===== src/iufhg_pkg.sv =====
package iufhg_pkg;

    localparam int MTU_W   = 14;
    localparam int ADDR_W  = 32;
    localparam int PORT_W  = 16;
    localparam int ID_W    = 16;
    localparam int PLEN_W  = 14;
    localparam int LEN_W   = 15;
    localparam int CAP_W   = MTU_W + 4;
    localparam int OFF_W   = 11;
    localparam int CSUM_W  = 16;
    localparam int SUM_W   = 20;
    localparam int CFG_W   = 32;
    localparam int CIDX_W  = 2;
    localparam int QDEPTH  = 2;
    localparam int QPTR_W  = 1;
    localparam int IN_W    = 80;
    localparam int OUT_W   = 104;

    localparam logic [MTU_W-1:0] MTU_MIN   = MTU_W'(576);
    localparam logic [MTU_W-1:0] MTU_MAX   = MTU_W'(9216);
    localparam logic [MTU_W-1:0] MTU_RESET = MTU_W'(1500);
    localparam logic [MTU_W-1:0] IP_HDR    = MTU_W'(20);
    localparam logic [LEN_W-1:0] UDP_HDR   = LEN_W'(8);
    localparam logic [LEN_W-1:0] MAX_PAYLOAD = LEN_W'(8192);
    localparam logic [15:0] VER_IHL_TOS = 16'h4500;
    localparam logic [15:0] TTL_PROTO   = 16'hFF11;

    localparam logic [CIDX_W-1:0] CFG_LINK_MTU = CIDX_W'(0);
    localparam logic [CIDX_W-1:0] CFG_SRC_ADDR = CIDX_W'(1);

    typedef struct packed {
        logic [ID_W-1:0]   ident;
        logic [MTU_W-1:0]  maxlen;
        logic [LEN_W-1:0]  udp_len;
        logic [SUM_W-1:0]  sum_base;
        logic [PORT_W-1:0] dst_port;
        logic [PORT_W-1:0] src_port;
    } t_desc;

endpackage


===== src/iufhg_front.sv =====
module iufhg_front (
    input  logic                                i_clk,
    input  logic                                i_rst_n,
    input  logic                                i_valid,
    input  logic                                i_q_full,
    input  logic [iufhg_pkg::PLEN_W-1:0]        i_payload_length,
    input  logic [iufhg_pkg::ADDR_W-1:0]        i_dest_address,
    input  logic [iufhg_pkg::PORT_W-1:0]        i_dest_port,
    input  logic [iufhg_pkg::PORT_W-1:0]        i_local_port,
    input  logic                                i_cfg_we,
    input  logic [iufhg_pkg::CIDX_W-1:0]        i_cfg_index,
    input  logic [iufhg_pkg::CFG_W-1:0]         i_cfg_wdata,
    output logic                                o_push,
    output iufhg_pkg::t_desc                    o_desc
);

    logic [iufhg_pkg::MTU_W-1:0]  r_mtu;
    logic [iufhg_pkg::ADDR_W-1:0] r_src_addr;
    logic [iufhg_pkg::ID_W-1:0]   r_ident;

    logic [iufhg_pkg::MTU_W-1:0]  mtu_c;
    logic [iufhg_pkg::MTU_W-1:0]  mtu_less;
    logic [iufhg_pkg::MTU_W-1:0]  maxlen;
    logic [iufhg_pkg::CAP_W-1:0]  cap;
    logic [iufhg_pkg::LEN_W-1:0]  pay_c;
    logic [iufhg_pkg::LEN_W-1:0]  pay_cap;

    assign o_push = i_valid && !i_q_full;

    always_comb begin
        priority if (r_mtu < iufhg_pkg::MTU_MIN) begin
            mtu_c = iufhg_pkg::MTU_MIN;
        end else if (r_mtu > iufhg_pkg::MTU_MAX) begin
            mtu_c = iufhg_pkg::MTU_MAX;
        end else begin
            mtu_c = r_mtu;
        end
        mtu_less = mtu_c - iufhg_pkg::IP_HDR;
        maxlen   = {mtu_less[iufhg_pkg::MTU_W-1:3], 3'b000};
        cap      = {maxlen, 4'b0000} - iufhg_pkg::CAP_W'(iufhg_pkg::UDP_HDR);

        pay_c = iufhg_pkg::LEN_W'(i_payload_length);
        if (pay_c > iufhg_pkg::MAX_PAYLOAD) begin
            pay_c = iufhg_pkg::MAX_PAYLOAD;
        end
        pay_cap = pay_c;
        if (iufhg_pkg::CAP_W'(pay_c) > cap) begin
            pay_cap = cap[iufhg_pkg::LEN_W-1:0];
        end

        o_desc.ident    = r_ident;
        o_desc.maxlen   = maxlen;
        o_desc.udp_len  = pay_cap + iufhg_pkg::UDP_HDR;
        o_desc.sum_base = iufhg_pkg::SUM_W'(iufhg_pkg::VER_IHL_TOS)
                        + iufhg_pkg::SUM_W'(iufhg_pkg::TTL_PROTO)
                        + iufhg_pkg::SUM_W'(r_ident)
                        + iufhg_pkg::SUM_W'(r_src_addr[31:16])
                        + iufhg_pkg::SUM_W'(r_src_addr[15:0])
                        + iufhg_pkg::SUM_W'(i_dest_address[31:16])
                        + iufhg_pkg::SUM_W'(i_dest_address[15:0]);
        o_desc.dst_port = i_dest_port;
        o_desc.src_port = i_local_port;
    end

    always_ff @(posedge i_clk) begin
        if (!i_rst_n) begin
            r_mtu      <= iufhg_pkg::MTU_RESET;
            r_src_addr <= '0;
            r_ident    <= '0;
        end else begin
            if (i_cfg_we && i_cfg_index == iufhg_pkg::CFG_LINK_MTU) begin
                r_mtu <= i_cfg_wdata[iufhg_pkg::MTU_W-1:0];
            end
            if (i_cfg_we && i_cfg_index == iufhg_pkg::CFG_SRC_ADDR) begin
                r_src_addr <= i_cfg_wdata[iufhg_pkg::ADDR_W-1:0];
            end
            if (o_push) begin
                r_ident <= r_ident + 1'b1;
            end
        end
    end

endmodule


===== src/iufhg_queue.sv =====
module iufhg_queue (
    input  logic              i_clk,
    input  logic              i_rst_n,
    input  logic              i_push,
    input  iufhg_pkg::t_desc  i_desc,
    input  logic              i_pop,
    output logic              o_full,
    output logic              o_valid,
    output iufhg_pkg::t_desc  o_desc
);

    iufhg_pkg::t_desc                r_mem [iufhg_pkg::QDEPTH];
    logic [iufhg_pkg::QPTR_W-1:0]    r_wr;
    logic [iufhg_pkg::QPTR_W-1:0]    r_rd;
    logic [iufhg_pkg::QPTR_W:0]      r_cnt;

    assign o_full  = (r_cnt == (iufhg_pkg::QPTR_W+1)'(iufhg_pkg::QDEPTH));
    assign o_valid = (r_cnt != '0);
    assign o_desc  = r_mem[r_rd];

    always_ff @(posedge i_clk) begin
        if (i_push) begin
            r_mem[r_wr] <= i_desc;
        end
    end

    always_ff @(posedge i_clk) begin
        if (!i_rst_n) begin
            r_wr  <= '0;
            r_rd  <= '0;
            r_cnt <= '0;
        end else begin
            if (i_push) begin
                r_wr <= r_wr + 1'b1;
            end
            if (i_pop) begin
                r_rd <= r_rd + 1'b1;
            end
            if (i_push && !i_pop) begin
                r_cnt <= r_cnt + 1'b1;
            end else if (!i_push && i_pop) begin
                r_cnt <= r_cnt - 1'b1;
            end
        end
    end

endmodule


===== src/iufhg_back.sv =====
module iufhg_back (
    input  logic                                i_clk,
    input  logic                                i_rst_n,
    input  logic                                i_q_valid,
    input  iufhg_pkg::t_desc                    i_desc,
    output logic                                o_pop,
    output logic                                o_valid,
    input  logic                                i_ready,
    output logic [iufhg_pkg::OUT_W-1:0]         o_data,
    output logic                                o_last
);

    logic                            r_busy;
    logic                            r_first;
    iufhg_pkg::t_desc                r_desc;
    logic [iufhg_pkg::LEN_W-1:0]     r_rem;
    logic [iufhg_pkg::LEN_W-1:0]     r_off;
    logic                            r_ovalid;
    logic [iufhg_pkg::OUT_W-1:0]     r_odata;
    logic                            r_olast;

    logic                            step;
    logic                            last;
    logic [iufhg_pkg::MTU_W-1:0]     cur;
    logic [iufhg_pkg::MTU_W-1:0]     tlen;
    logic [15:0]                     offw;
    logic [iufhg_pkg::SUM_W-1:0]     sum;
    logic [16:0]                     fold1;
    logic [16:0]                     fold2;
    logic [iufhg_pkg::CSUM_W-1:0]    csum;
    logic [iufhg_pkg::OUT_W-1:0]     n_odata;

    assign o_valid = r_ovalid;
    assign o_data  = r_odata;
    assign o_last  = r_olast;
    assign o_pop   = !r_busy && i_q_valid;
    assign step    = r_busy && (!r_ovalid || i_ready);

    always_comb begin
        last  = (r_rem <= iufhg_pkg::LEN_W'(r_desc.maxlen));
        cur   = last ? r_rem[iufhg_pkg::MTU_W-1:0] : r_desc.maxlen;
        tlen  = cur + iufhg_pkg::IP_HDR;
        offw  = {2'b00, !last, 1'b0, r_off[iufhg_pkg::LEN_W-1:3]};
        sum   = r_desc.sum_base + iufhg_pkg::SUM_W'(tlen) + iufhg_pkg::SUM_W'(offw);
        fold1 = 17'(sum[15:0]) + 17'(sum[iufhg_pkg::SUM_W-1:16]);
        fold2 = 17'(fold1[15:0]) + 17'(fold1[16]);
        csum  = ~fold2[15:0];
        n_odata = {
            r_first ? r_desc.dst_port : iufhg_pkg::PORT_W'(0),
            r_first ? r_desc.src_port : iufhg_pkg::PORT_W'(0),
            r_first ? r_desc.udp_len[13:0] : 14'd0,
            csum,
            !last,
            r_off[iufhg_pkg::OFF_W+2:3],
            tlen,
            r_desc.ident
        };
    end

    always_ff @(posedge i_clk) begin
        if (o_pop) begin
            r_desc <= i_desc;
        end
        if (step) begin
            r_odata <= n_odata;
            r_olast <= last;
        end
        if (o_pop) begin
            r_rem <= i_desc.udp_len;
            r_off <= '0;
        end else if (step) begin
            r_rem <= r_rem - iufhg_pkg::LEN_W'(r_desc.maxlen);
            r_off <= r_off + iufhg_pkg::LEN_W'(r_desc.maxlen);
        end
    end

    always_ff @(posedge i_clk) begin
        if (!i_rst_n) begin
            r_busy   <= 1'b0;
            r_first  <= 1'b0;
            r_ovalid <= 1'b0;
        end else begin
            if (o_pop) begin
                r_busy  <= 1'b1;
                r_first <= 1'b1;
            end else if (step) begin
                r_first <= 1'b0;
                if (last) begin
                    r_busy <= 1'b0;
                end
            end
            if (step) begin
                r_ovalid <= 1'b1;
            end else if (i_ready) begin
                r_ovalid <= 1'b0;
            end
        end
    end

endmodule


===== src/ipv4_udp_fragment_header_gen.sv =====
// Channel  | Direction | Handshake            | Payload
// s_       | in        | s_tvalid / s_tready  | s_tdata: one datagram descriptor
// m_       | out       | m_tvalid / m_tready  | m_tdata + m_tlast: one fragment header
// cfg      | in        | i_cfg_we             | i_cfg_index, i_cfg_wdata
//
// A datagram is classified combinationally and queued (two entries); the back end then
// loads it from the queue and emits one fragment header per cycle while m_tready does
// not stall it, taking the next datagram only once its last header has been issued.
// Reset is synchronous and active low; it clears the queue, the identification
// counter and the output valid flag, and restores the MTU to 1500.
// Either side may stall: the queue and the output register decouple them.
module ipv4_udp_fragment_header_gen (
    input  logic                                i_clk,
    input  logic                                i_rst_n,
    input  logic                                s_tvalid,
    output logic                                s_tready,
    // payload_length, dest_address, dest_port, local_port, zero padding
    input  logic [iufhg_pkg::IN_W-1:0]          s_tdata,
    output logic                                m_tvalid,
    input  logic                                m_tready,
    // ident, total_length, frag_offset, more_fragments, header_checksum,
    // udp_length, src_port_out, dst_port_out
    output logic [iufhg_pkg::OUT_W-1:0]         m_tdata,
    output logic                                m_tlast,
    input  logic                                i_cfg_we,
    input  logic [iufhg_pkg::CIDX_W-1:0]        i_cfg_index,
    input  logic [iufhg_pkg::CFG_W-1:0]         i_cfg_wdata
);

    logic             push;
    logic             pop;
    logic             q_full;
    logic             q_valid;
    iufhg_pkg::t_desc front_desc;
    iufhg_pkg::t_desc head_desc;

    assign s_tready = !q_full;

    iufhg_front u_front (
        .i_clk            (i_clk),
        .i_rst_n          (i_rst_n),
        .i_valid          (s_tvalid),
        .i_q_full         (q_full),
        .i_payload_length (s_tdata[13:0]),
        .i_dest_address   (s_tdata[45:14]),
        .i_dest_port      (s_tdata[61:46]),
        .i_local_port     (s_tdata[77:62]),
        .i_cfg_we         (i_cfg_we),
        .i_cfg_index      (i_cfg_index),
        .i_cfg_wdata      (i_cfg_wdata),
        .o_push           (push),
        .o_desc           (front_desc)
    );

    iufhg_queue u_queue (
        .i_clk   (i_clk),
        .i_rst_n (i_rst_n),
        .i_push  (push),
        .i_desc  (front_desc),
        .i_pop   (pop),
        .o_full  (q_full),
        .o_valid (q_valid),
        .o_desc  (head_desc)
    );

    iufhg_back u_back (
        .i_clk     (i_clk),
        .i_rst_n   (i_rst_n),
        .i_q_valid (q_valid),
        .i_desc    (head_desc),
        .o_pop     (pop),
        .o_valid   (m_tvalid),
        .i_ready   (m_tready),
        .o_data    (m_tdata),
        .o_last    (m_tlast)
    );

endmodule

===== config.mk =====
export PLATFORM = sky130hd
export DESIGN_NAME = ipv4_udp_fragment_header_gen
export DESIGN_NICKNAME = d
export VERILOG_FILES = /design/src/iufhg_pkg.sv /design/src/iufhg_front.sv /design/src/iufhg_queue.sv /design/src/iufhg_back.sv /design/src/ipv4_udp_fragment_header_gen.sv
export SDC_FILE = /design/constraint.sdc
export NUM_CORES = 1
export LEC_CHECK = 0
export ABC_CLOCK_PERIOD_IN_PS = 13990
export BUFFER_PORTS_ARGS = -buffer_cell sky130_fd_sc_hd__buf_4
export CAP_MARGIN = 15
export CORE_AREA = 2 2 202 204
export CTS_CLUSTER_DIAMETER = 120
export CTS_CLUSTER_SIZE = 28
export DETAILED_ROUTE_END_ITERATION = 16
export DIE_AREA = 0 0 204 206
export PLACE_DENSITY_LB_ADDON = 0.25
export SYNTH_ARGS = -nofsm -noshare
export SYNTH_HDL_FRONTEND = slang
export SYNTH_SLANG_ARGS = --single-unit

===== constraint.sdc =====
create_clock -name i_clk -period 13.99 [get_ports i_clk]
set_clock_uncertainty 0.2 [all_clocks]
set_input_delay 0.6995 -clock i_clk [delete_from_list [all_inputs] [get_ports i_clk]]
set_output_delay 0.6995 -clock i_clk [all_outputs]
set_load 0.01 [all_outputs]

==> results.yml <==
clocking:
  cts_setup_buffers: 0
  clk_pin_slew_ns: 0.12
  clk-insertion-delay-late_ns: 0.57
  cts_resized: 0
  clk_path_buf_depth: 3
  numCtsBuffers: 21
  cts_tree: "yes"
  ctsHoldBuffers: 0
  htree_levels: 1
  root_buffer: "clkbuf_16"
  clock-sinks: 483
floorplanning:
  rows: 74
  io_pins: 226
  dieArea_um2: 42000
  chipWidth_um: 204
  start_util_pct: 58.6
  core_area_um2: 40200
  die_h_um: 206
worst_setup_path:
  slowest_delay_ns: 0.60
  required_ns: 14.17
  cp.arrival_ns: 11.41
  cp-start-kind: "flip-flop"
  critPathMaxFanout: 20
  cpMaxStageDelayCell: "nor4_1"
  endpoint_kind: "flip-flop"
  setup.worst_path.class: "flip-flop to flip-flop"
  crit_top_cell: "inv_1"
finish:
  layout.nets: 2326
  multi_input_area_um2: 8990
  drive_gt1_share_pct: 18.5
  regArea_um2: 13700
  fillers: 3038
  num_antenna_cells: 0
  syn_to_final_growth_pct: 12.2
yosys:
  synth.top_cell.area_share_pct: 51.1
  synth_edf_count: 401
  ys_seq_area_share_pct: 58.1
  synth_nets: 2122
  synthFlopType: "edfxtp_1"
  syn_inst: 1861
  syn_avg_cell_area_um2: 12.7
  synth-seq-cells: 483
  synth_area_leader_cell: "edfxtp_1"
  synth_area_leaders: "edfxtp_1 51%, dfxtp_1 7.0%, fa_1 5.4%"
  yosysWarnings: 0
  synth_cell_type_count: 84
  synthArstFlopShare_pct: 0
  post_synth_instance_area_um2: 23600
global_route:
  grt_pass1_wl_um: 75300
  grt_usage_pct: 22.9
  grt_pass1_vias: 14200
  antenna_found_initial: 0
  grt_overflow: 0
  grt_max_degree: 84
route:
  drtIter0Drc: 827
  viasPerCell: 5.53
  drt_drc_violations_left: 0
  dr.pass1.iters: 5
  num_vias: 14400
  routed_wl_um: 48000
  wl_per_cell_um: 18.4
  ant_nets: 0
timing:
  fin_crit_sh_pct: 80.3
  setup_viol: 0
  finalHoldViolCount: 0
  finalSetupTns_ns: 0
  fin_crit_ns: 11.23
  maxSlewViolCount: 0
  worst_pin_slew_ns: 1.08
  max-slew-margin-rel_pct: 28.1
  timing.fmax_mhz: 89.1
  rsz0062_at_grt: "no"
min_path:
  worstHoldPathType: "input port to flip-flop"
status:
  status: "finished, final reports clean"
place:
  dpl.hpwl_um: 34800
  io_buffers: 223
  place.gp.congestion: 0.861
run:
  drv_cap: 0
[placed cells by master, fill, tap and decap left out, drive strengths merged, types with 10 or more instances in the layout]
| master | Yosys | routed |
|---|---|---|
| a21boi | 49 | 49 |
| a21o | 12 | 12 |
| a21oi | 54 | 54 |
| a31oi | 10 | 10 |
| and2 | 78 | 78 |
| and3 | 18 | 18 |
| buf | 6 | 234 |
| clkbuf | 47 | 35 |
| dfxtp | 82 | 82 |
| edfxtp | 401 | 401 |
| fa | 64 | 64 |
| ha | 78 | 78 |
| inv | 180 | 183 |
| mux2 | 95 | 95 |
| mux2i | 14 | 14 |
| nand2 | 161 | 161 |
| nand3 | 33 | 33 |
| nand4 | 15 | 15 |
| nor2 | 74 | 74 |
| nor2b | 23 | 23 |
| nor3 | 24 | 24 |
| nor4 | 11 | 11 |
| o21a | 12 | 12 |
| o21ai | 50 | 50 |
| or3 | 14 | 14 |
| xnor2 | 79 | 79 |
| xor2 | 49 | 49 |
[cell usage after synthesis, drive strengths merged, types with 33 or more instances]
master / count
a21boi: 49
a21oi: 54
and2: 78
clkbuf: 47
dfxtp: 82
edfxtp: 401
fa: 64
ha: 78
inv: 180
mux2: 95
nand2: 161
nand3: 33
nor2: 74
o21ai: 50
xnor2: 79
xor2: 49
[critical path, delay by kind of cell, from the launching register on]
kind                     cells  cell delay, ns
AND/OR/NAND/NOR             11            3.27
buffers and inverters        8            1.10
XOR/XNOR                     2            0.50
flip-flops                   1            0.45
adder cells (fa/ha/maj)      8            2.51
AO/OA/AOI/OAI               15            3.01
[path summary, 6_finish.rpt]
kind | start | end | slack (ns) | depth (start not counted)
max | u_back.r_desc[70] | u_back.o_data[57] | 2.76 | 44
min | s_tdata[51] | u_queue.r_mem[1][21] | 0.11 | 1
max reg2reg | u_back.r_desc[70] | u_back.o_data[57] | 2.76 | 44
min reg2reg | u_back.n_odata[3] | u_back.o_data[3] | 0.23 | 0
[layout make-up]
| cell class | instances | area share, % |
|---|---|---|
| Sequential cell | 483 | 51.8 |
| Clock inverter | 3 | 0.128 |
| Inverter | 182 | 2.60 |
| Clock buffer | 35 | 2.19 |
| Timing Repair Buffer | 234 | 6.75 |
| Tap cell | 532 | 2.52 |
| Multi-Input combinational cell | 1143 | 34.0 |
[cells by family (layout without fill, tap and decap cells)]
group | count (synthesis) | in the layout | synth area share, %
simple gates | 492 | 492 | 10.6
fa+ha+maj | 143 | 143 | 9.62
mux | 109 | 109 | 5.14
xor+xnor | 128 | 128 | 4.76
compound gates | 271 | 271 | 7.93
buf+inv | 235 | 454 | 3.83
flops | 483 | 483 | 58.1
[sequential cells by signal (all words and copies together) (netlist names), 2 cells and up, named ones only]
signal,cells
u_queue.r_cnt,2
u_front.r_mtu,14
u_back.r_off,12
u_back.n_odata,16
u_back.r_rem,15
u_queue.r_mem,188
u_front.r_ident,16
u_back.o_data,104
u_back.r_desc,77
u_front.r_src_addr,32
[metrics by stage]
step                      setup slack [ns]  instance area, µm²  hold WS (ns)  cells  util (%)
after floorplan                       4.27               23600         0.200   1861         -
after global placement                3.13               25800         0.204   2572      64.1
after detailed placement              2.88               25800         0.207   2573      64.2
after CTS                             2.77               26400        0.0818   2611      65.7
after global routing                  1.84               26400        0.0808   2612      65.8
final                                 2.76               26400         0.106   2612      65.8
[per-layer routing]
| layer | vias to the layer above | GRT usage, % | part of all wire [%] |
|---|---|---|---|
| li1 | 6982 | - | - |
| met1 | 7041 | 32.4 | 45 |
| met2 | 363 | 38.9 | 48 |
| met3 | 48 | 2.27 | 4.8 |
| met4 | 0 | 4.92 | 1.8 |
| met5 | - | 0 | 0 |
Power is not shown: default switching activity piles up to over one toggle a cycle in this logic, so the estimate is an artifact.
